[config.mk]
export PLATFORM = sky130hd
export DESIGN_NAME = trimmed_mean_median_filter_unit
export DESIGN_NICKNAME = d
export VERILOG_FILES = /design/src/tmf_pkg.sv /design/src/tmf_queue.sv /design/src/tmf_core.sv /design/src/trimmed_mean_median_filter_unit.sv
export SDC_FILE = /design/constraint.sdc
export NUM_CORES = 2
export LEC_CHECK = 0
export BUFFER_PORTS_ARGS = -buffer_cell sky130_fd_sc_hd__buf_2
export CAP_MARGIN = 5
export CORE_MARGIN = 3
export CORE_UTILIZATION = 52
export DETAILED_ROUTE_END_ITERATION = 10
export GPL_TIMING_DRIVEN = 0
export PLACE_DENSITY = 0.68
export SLEW_MARGIN = 0
export SYNTH_ARGS = -nofsm -noshare
export SYNTH_HDL_FRONTEND = slang
export SYNTH_SLANG_ARGS = --single-unit
[constraint.sdc]
create_clock -name clock -period 6.4 [get_ports clock]
set_input_delay 0.64 -clock clock [delete_from_list [all_inputs] [get_ports clock]]
set_output_delay 0.64 -clock clock [all_outputs]
set_load 0.02 [all_outputs]
[src/tmf_pkg.sv]
// Shared constants and types of the trimmed mean / median filter.
package tmf_pkg;
   localparam int MAX_SAMPLES   = 32;
   localparam int SAMPLE_BITS   = 16;
   localparam int FRACTION_BITS = 4;
   localparam int LIMIT_BITS    = 8;
   localparam int VALUE_BITS    = 20;
   localparam int INDEX_BITS    = (MAX_SAMPLES > 1) ? $clog2(MAX_SAMPLES) : 1;
   localparam int COUNT_BITS    = $clog2(MAX_SAMPLES + 1);
   localparam int SUM_BITS      = SAMPLE_BITS + COUNT_BITS;
   localparam int DVD_BITS      = SUM_BITS + FRACTION_BITS;
   localparam int STEP_BITS     = $clog2(DVD_BITS + 1);
   localparam int REQ_BYTES     = (SAMPLE_BITS + 7) / 8;
   localparam int RSP_BYTES     = (VALUE_BITS + 7) / 8;
   localparam logic [VALUE_BITS-1:0] VALUE_MAX = {VALUE_BITS{1'b1}};

   typedef struct packed {
      logic [SAMPLE_BITS-1:0] sample;
      logic                   last;
   } item_type;
endpackage

[src/tmf_queue.sv]
// Front queue: accepts requests and holds them for the back end.
module tmf_queue import tmf_pkg::*; (
   input  logic     clock,
   input  logic     reset,
   input  logic     push,
   input  item_type push_item,
   output logic     full,
   input  logic     pop,
   output logic     not_empty,
   output item_type head
);
   item_type    entry_ff [2];
   logic        wr_ptr_ff, wr_ptr_in;
   logic        rd_ptr_ff, rd_ptr_in;
   logic [1:0]  fill_ff, fill_in;
   logic        do_push, do_pop;

   assign full      = (fill_ff == 2'd2);
   assign not_empty = (fill_ff != 2'd0);
   assign head      = entry_ff[rd_ptr_ff];
   assign do_push   = push && !full;
   assign do_pop    = pop && not_empty;

   always_comb begin
      wr_ptr_in = wr_ptr_ff ^ do_push;
      rd_ptr_in = rd_ptr_ff ^ do_pop;
      fill_in   = fill_ff + {1'b0, do_push} - {1'b0, do_pop};
   end

   always_ff @(posedge clock) begin
      if (reset) begin
         wr_ptr_ff <= 1'b0;
         rd_ptr_ff <= 1'b0;
         fill_ff   <= 2'd0;
      end else begin
         wr_ptr_ff <= wr_ptr_in;
         rd_ptr_ff <= rd_ptr_in;
         fill_ff   <= fill_in;
      end
   end

   always_ff @(posedge clock) begin
      if (do_push) begin
         entry_ff[wr_ptr_ff] <= push_item;
      end
   end
endmodule

[src/tmf_core.sv]
// Back end: sorted sample store, range sum sweep, serial divider, result register.
module tmf_core import tmf_pkg::*; (
   input  logic                   clock,
   input  logic                   reset,
   input  logic [LIMIT_BITS-1:0]  mean_limit,
   input  logic                   item_valid,
   input  item_type               item,
   output logic                   item_pop,
   output logic                   rsp_valid,
   input  logic                   rsp_ready,
   output logic [VALUE_BITS-1:0]  rsp_value,
   output logic                   rsp_median,
   output logic                   rsp_overflow
);
   typedef enum logic [1:0] {IDLE, SUM, DIV, DONE} state_type;

   state_type                state_ff;
   logic [SAMPLE_BITS-1:0]   store_ff [MAX_SAMPLES];
   logic [SAMPLE_BITS-1:0]   store_in [MAX_SAMPLES];
   logic [MAX_SAMPLES-1:0]   gt;
   logic [COUNT_BITS-1:0]    count_ff;
   logic                     ovf_ff;
   logic [COUNT_BITS-1:0]    idx_ff, hi_ff;
   logic [COUNT_BITS-1:0]    div_ff;
   logic                     median_ff;
   logic [SUM_BITS-1:0]      sum_ff;
   logic [DVD_BITS-1:0]      dvd_ff;
   logic [COUNT_BITS:0]      rem_ff;
   logic [STEP_BITS-1:0]     step_ff;
   logic                     rsp_valid_ff;
   logic [VALUE_BITS-1:0]    rsp_value_ff;
   logic                     rsp_median_ff, rsp_overflow_ff;

   logic                     room;
   logic [COUNT_BITS-1:0]    n, half, quarter, lo, hi, k;
   logic                     use_median;
   logic [COUNT_BITS+1:0]    trial;
   logic [COUNT_BITS:0]      rem_next;
   logic                     out_free;

   assign room     = (count_ff < COUNT_BITS'(MAX_SAMPLES));
   assign item_pop = (state_ff == IDLE) && item_valid;
   assign out_free = !rsp_valid_ff || rsp_ready;

   // sorted insertion: every cell at or past the slot shifts up one
   always_comb begin
      for (int i = 0; i < MAX_SAMPLES; i++) begin
         gt[i] = (COUNT_BITS'(i) >= count_ff) || (store_ff[i] > item.sample);
      end
      store_in[0] = gt[0] ? item.sample : store_ff[0];
      for (int i = 1; i < MAX_SAMPLES; i++) begin
         if (!gt[i]) store_in[i] = store_ff[i];
         else if (!gt[i-1]) store_in[i] = item.sample;
         else store_in[i] = store_ff[i-1];
      end
   end

   // summation range and divisor for the burst just closed
   always_comb begin
      n          = count_ff + COUNT_BITS'(room);
      half       = n >> 1;
      quarter    = n >> 2;
      use_median = ({{(LIMIT_BITS+1){1'b0}}, n} <= {{(COUNT_BITS+1){1'b0}}, mean_limit});
      if (use_median) begin
         hi = half;
         lo = n[0] ? half : half - COUNT_BITS'(1);
         k  = n[0] ? COUNT_BITS'(1) : COUNT_BITS'(2);
      end else begin
         lo = quarter;
         hi = n - quarter - COUNT_BITS'(1);
         k  = n - (quarter << 1);
      end
      trial    = {rem_ff, dvd_ff[DVD_BITS-1]};
      rem_next = (trial >= {2'b00, div_ff}) ?
                 (COUNT_BITS+1)'(trial - {2'b00, div_ff}) :
                 (COUNT_BITS+1)'(trial);
   end

   always_ff @(posedge clock) begin
      if (reset) begin
         state_ff     <= IDLE;
         count_ff     <= '0;
         ovf_ff       <= 1'b0;
         rsp_valid_ff <= 1'b0;
      end else begin
         if (rsp_valid_ff && rsp_ready && !((state_ff == DONE) && out_free))
            rsp_valid_ff <= 1'b0;
         unique case (state_ff)
            IDLE: begin
               if (item_valid) begin
                  if (room) count_ff <= count_ff + COUNT_BITS'(1);
                  else ovf_ff <= 1'b1;
                  if (item.last) begin
                     idx_ff    <= lo;
                     hi_ff     <= hi;
                     div_ff    <= k;
                     median_ff <= use_median;
                     sum_ff    <= '0;
                     state_ff  <= SUM;
                  end
               end
            end
            SUM: begin
               sum_ff <= sum_ff + SUM_BITS'(store_ff[idx_ff[INDEX_BITS-1:0]]);
               idx_ff <= idx_ff + COUNT_BITS'(1);
               if (idx_ff == hi_ff) begin
                  state_ff <= DIV;
                  step_ff  <= '0;
                  rem_ff   <= '0;
                  dvd_ff   <= {sum_ff + SUM_BITS'(store_ff[idx_ff[INDEX_BITS-1:0]]),
                               {FRACTION_BITS{1'b0}}};
               end
            end
            DIV: begin
               rem_ff  <= rem_next;
               dvd_ff  <= {dvd_ff[DVD_BITS-2:0], trial >= {2'b00, div_ff}};
               step_ff <= step_ff + STEP_BITS'(1);
               if (step_ff == STEP_BITS'(DVD_BITS - 1)) state_ff <= DONE;
            end
            DONE: begin
               if (out_free) begin
                  rsp_valid_ff    <= 1'b1;
                  rsp_value_ff    <= (dvd_ff > DVD_BITS'(VALUE_MAX)) ?
                                     VALUE_MAX : VALUE_BITS'(dvd_ff);
                  rsp_median_ff   <= median_ff;
                  rsp_overflow_ff <= ovf_ff;
                  count_ff        <= '0;
                  ovf_ff          <= 1'b0;
                  state_ff        <= IDLE;
               end
            end
            default: state_ff <= IDLE;
         endcase
      end
   end

   always_ff @(posedge clock) begin
      if ((state_ff == IDLE) && item_valid && room) begin
         for (int i = 0; i < MAX_SAMPLES; i++) store_ff[i] <= store_in[i];
      end
   end

   assign rsp_valid    = rsp_valid_ff;
   assign rsp_value    = rsp_value_ff;
   assign rsp_median   = rsp_median_ff;
   assign rsp_overflow = rsp_overflow_ff;
endmodule

[src/trimmed_mean_median_filter_unit.sv]
// Top level of the trimmed mean / median filter.
// Usage:
//  - req channel carries one distance sample per request (tdata[15:0]),
//    req_tlast closes the burst and makes one response.
//  - rsp channel returns one response per burst: tdata[19:0] is the value
//    with 4 fraction bits, tuser[0] = median path, tuser[1] = overflow.
//  - csr_we/csr_wdata write mean_limit (reset 4); write only while idle.
//  - Each sample is inserted into the sorted store as it is popped from
//    the front queue.
//  - A closing request then costs a sum sweep over the kept samples, a
//    serial divide and a result load. No samples are taken meanwhile;
//    the 2-entry queue absorbs up to two requests.
//  - Samples beyond 32 in a burst are dropped and flagged.
//  - reset (synchronous) empties queue and burst and drops any response.
//  - A stalled rsp holds its response; the back end waits only if a new
//    response is ready while the old one is still unclaimed.
module trimmed_mean_median_filter_unit import tmf_pkg::*; (
   input  logic                       clock,
   input  logic                       reset,
   input  logic                       req_tvalid,
   output logic                       req_tready,
   input  logic [REQ_BYTES*8-1:0]     req_tdata,   // sample
   input  logic                       req_tlast,
   output logic                       rsp_tvalid,
   input  logic                       rsp_tready,
   output logic [RSP_BYTES*8-1:0]     rsp_tdata,   // filtered_value, zero pad
   output logic [1:0]                 rsp_tuser,   // used_median, overflowed
   input  logic                       csr_we,
   input  logic [LIMIT_BITS-1:0]      csr_wdata
);
   logic [LIMIT_BITS-1:0] mean_limit_ff;
   item_type              req_item, head;
   logic                  full, not_empty, pop;
   logic [VALUE_BITS-1:0] value;
   logic                  median, overflow;

   always_ff @(posedge clock) begin
      if (reset) mean_limit_ff <= LIMIT_BITS'(4);
      else if (csr_we) mean_limit_ff <= csr_wdata;
   end

   assign req_item.sample = req_tdata[SAMPLE_BITS-1:0];
   assign req_item.last   = req_tlast;
   assign req_tready      = !full;

   tmf_queue u_queue (
      .clock(clock), .reset(reset),
      .push(req_tvalid), .push_item(req_item), .full(full),
      .pop(pop), .not_empty(not_empty), .head(head)
   );

   tmf_core u_core (
      .clock(clock), .reset(reset), .mean_limit(mean_limit_ff),
      .item_valid(not_empty), .item(head), .item_pop(pop),
      .rsp_valid(rsp_tvalid), .rsp_ready(rsp_tready),
      .rsp_value(value), .rsp_median(median), .rsp_overflow(overflow)
   );

   assign rsp_tdata = {{(RSP_BYTES*8-VALUE_BITS){1'b0}}, value};
   assign rsp_tuser = {overflow, median};
endmodule

==> impl_metrics.json <==
{
  "syn_area_per_cell_sq_um": 12.9,
  "fin_cells": 4932,
  "syn_area_sq_um": 45600,
  "synth_edf_count": 647,
  "max_cap_viol_count": 0,
  "worst_pin_slew_ps": 1480,
  "cp_top_family": "multiplexers",
  "finalCritPeriodShare_pct": 89.8,
  "syn_inst": 3538,
  "finalClockSkew_ps": 27.5,
  "num_vias": 33200,
  "clock_sinks": 674,
  "gr-total-overflow": 0,
  "drt_first_iter_violations": 3493,
  "crit_buf_inv": 3,
  "rows": 107,
  "cp-end-kind": "register",
  "fin_nets": 4311,
  "wirelength_mm": 147,
  "path_clk_slew_ps": 60,
  "holdWs_ps": 180,
  "status": "finished clean",
  "worstHoldEndpoint": "u_queue.entry_ff[0][11]$_DFFE_PP_",
  "synth_seq_cells": 674,
  "dr.pass1.iters": 5,
  "holdPathStages": 1,
  "viasPerCell": 6.73,
  "wl_per_cell_um": 29.7,
  "yosysSeqAreaShare_pct": 43.8,
  "cp.required_ps": 6860,
  "dp_slack_ps": -229,
  "final-max-slew-violation-count": 0,
  "gp_congestion": 1.02,
  "num_io_pins": 58,
  "crit_chain": "clkbuf_1 > clkbuf_1 > mux4_2 > mux4_2 > mux2i_1 > inv_1 > ha_1 > a211oi_1 > o211a_1 > a2bb2oi_1 > o21ai_1 > mux2_2 > a221oi_1",
  "setup_violations": 0,
  "area_growth_pct": 11.7,
  "reg2reg_depth": 13,
  "cp_max_fo": 10,
  "crit_type": "register to register",
  "relSlewSlack_pct": 1.35,
  "ir_drop_mv": 0.445,
  "clkLatencyLatePin_ps": 650,
  "track_usage_pct": 32.1,
  "synth_cell_types": 80,
  "hold_class": "input pin to register",
  "stdcell_area_sq_um": 50900,
  "drc": 0,
  "max_stage_delay_ps": 950,
  "cts_tree": "yes",
  "htreeDepth": 3,
  "antenna_found_initial": 7,
  "dp.final_hpwl_mm": 114,
  "ys.flop_type": "edfxtp_1",
  "p_leak_nw": 18.7,
  "cts_max_path_buffers": 3,
  "min_period_ps": 5750,
  "fin_tns_setup_ps": 0,
  "yosys_warnings": 0,
  "timing.fmax_mhz": 174,
  "fp.dieW_um": 302,
  "ctsHoldBuffers": 0,
  "dieHeight_um": 302,
  "min_from": "req_tdata[10]",
  "hold_viol_final": 0,
  "place_area_sq_um": 48300,
  "fp.dieArea_sq_um": 91200,
  "p_total_mw": 31.4,
  "fin_ws_ps": 650,
  "async_flop_share_pct": 0,
  "start_kind": "register",
  "clockRootBuffer": "clkbuf_16",
  "powerDensity_nw_per_um2": 618,
  "core_sq_um": 86100,
  "grt_max_degree": 34,
  "utilization_pct": 59.1,
  "io_buffers": 51,
  "layout-drive-gt1-share_pct": 26.3,
  "crit_slowest_cell": "clkbuf_1",
  "worstReg2RegEnd": "u_core.dvd_ff[25]$_DFFE_PP_",
  "numCtsBuffers": 80,
  "grt_pass1_wl_mm": 215,
  "ant_nets": 0,
  "crit_arrival_ps": 6210,
  "r2r_slack_ps": 650,
  "grt_pass1_vias": 32500,
  "dp_cells": 4783,
  "rsz0062_at_grt": "false",
  "start_util_pct": 52.9
}
## cell usage in the layout, fill, tap and decap left out, types with 24 or more instances in the layout
| master | netlist | layout |
|---|---|---|
| nor2_1 | 134 | 121 |
| mux4_2 | 160 | 160 |
| o21ai_0 | 73 | 73 |
| clkbuf_1 | 117 | 136 |
| inv_1 | 92 | 91 |
| a211oi_1 | 38 | 38 |
| buf_12 | 0 | 24 |
| dfxtp_1 | 27 | 27 |
| nand2_1 | 154 | 154 |
| ha_1 | 553 | 553 |
| a21oi_1 | 230 | 228 |
| or4_1 | 29 | 29 |
| nand4_1 | 122 | 122 |
| or2_2 | 24 | 24 |
| xor2_1 | 24 | 24 |
| a21o_1 | 49 | 49 |
| clkbuf_16 | 0 | 82 |
| mux2_2 | 457 | 457 |
| nor2b_1 | 43 | 43 |
| a31oi_1 | 25 | 25 |
| edfxtp_1 | 647 | 647 |
| buf_2 | 43 | 95 |
| nand3_1 | 78 | 78 |
| o211ai_1 | 59 | 59 |
| mux2i_1 | 60 | 45 |
| nor3_1 | 29 | 27 |
## power by group
part	switching [mW]	leakage (nW)	internal, mW
combinational	10.1	11.2	7.02
clock	1.95	1.23	2.56
sequential	1.88	6.25	7.96
## state kept, by name (all words and copies together), names as in the netlist, 2 cells and up, named ones only
signal	count
mean_limit_ff	8
u_core.hi_ff	6
u_core.rsp_value	20
u_core.sum_ff	22
u_core.state_ff	2
u_core.div_ff	6
u_core.rem_ff	7
u_queue.entry_ff	34
u_core.count_ff	6
u_core.dvd_ff	26
u_core.store_ff	512
u_queue.fill_ff	2
u_core.idx_ff	6
u_core.step_ff	5
## routing by layer
metal	vias to the layer above	wire [um]	global-route usage (%)
met4	6	8330	16.2
li1	14500	-	-
met3	370	14400	6.49
met2	1722	65900	50.0
met5	-	52	0
met1	16600	58000	42.9
## worst max-delay path by stage
stage                                        end  cells after the start
2_1_floorplan   u_core.store_ff[25][0]$_DFFE_PP_                      9
3_3_place_gp    u_core.store_ff[23][8]$_DFFE_PP_                     11
3_5_place_dp     u_core.store_ff[4][9]$_DFFE_PP_                     16
4_1_cts        u_core.store_ff[20][12]$_DFFE_PP_                     15
5_1_grt              u_core.dvd_ff[25]$_DFFE_PP_                     13
6_report             u_core.dvd_ff[25]$_DFFE_PP_                     13
## synth_stat cells, drive strengths merged (60+ instances only)
library cell | count | area share (%)
mux2i | 60 | 1.3
edfxtp | 647 | 43
nand2 | 154 | 1.3
ha | 553 | 15
buf | 67 | 0.84
mux4 | 160 | 7.9
clkbuf | 117 | 0.96
mux2 | 474 | 12
o21ai | 76 | 0.83
nor2 | 136 | 1.1
a21oi | 246 | 2.8
nand4 | 122 | 1.7
nand3 | 78 | 0.86
inv | 94 | 0.77
## final cells by class
cell class,instances,area (sq um)
inverter,94,353
clock buffer,102,2130
sequential,674,20000
clock inverter,43,382
timing repair buffer,102,1110
tap,1144,1430
multi-input combinational,2589,24700
fill,6910,35200
buffer,183,820
antenna,1,2.50
## timing repair
action / 4_1_cts / 5_1_grt
buffers inserted: 0 / 0
cloned: 0 / 0
gates resized for setup: 2 / 0
pin swaps: 0 / 0
setup endpoints to repair: 32 / 85
## cells by family after synthesis
logic type | after synthesis | synth area share [%]
compound gates | 603 | 8.58
fa+ha+maj | 557 | 15.4
xor+xnor | 47 | 0.903
mux | 694 | 21.0
other cells | 1 | 0.00823
flops | 674 | 43.8
simple gates | 684 | 7.74
buf+inv | 278 | 2.58
Power figures use the tool's default switching activity.
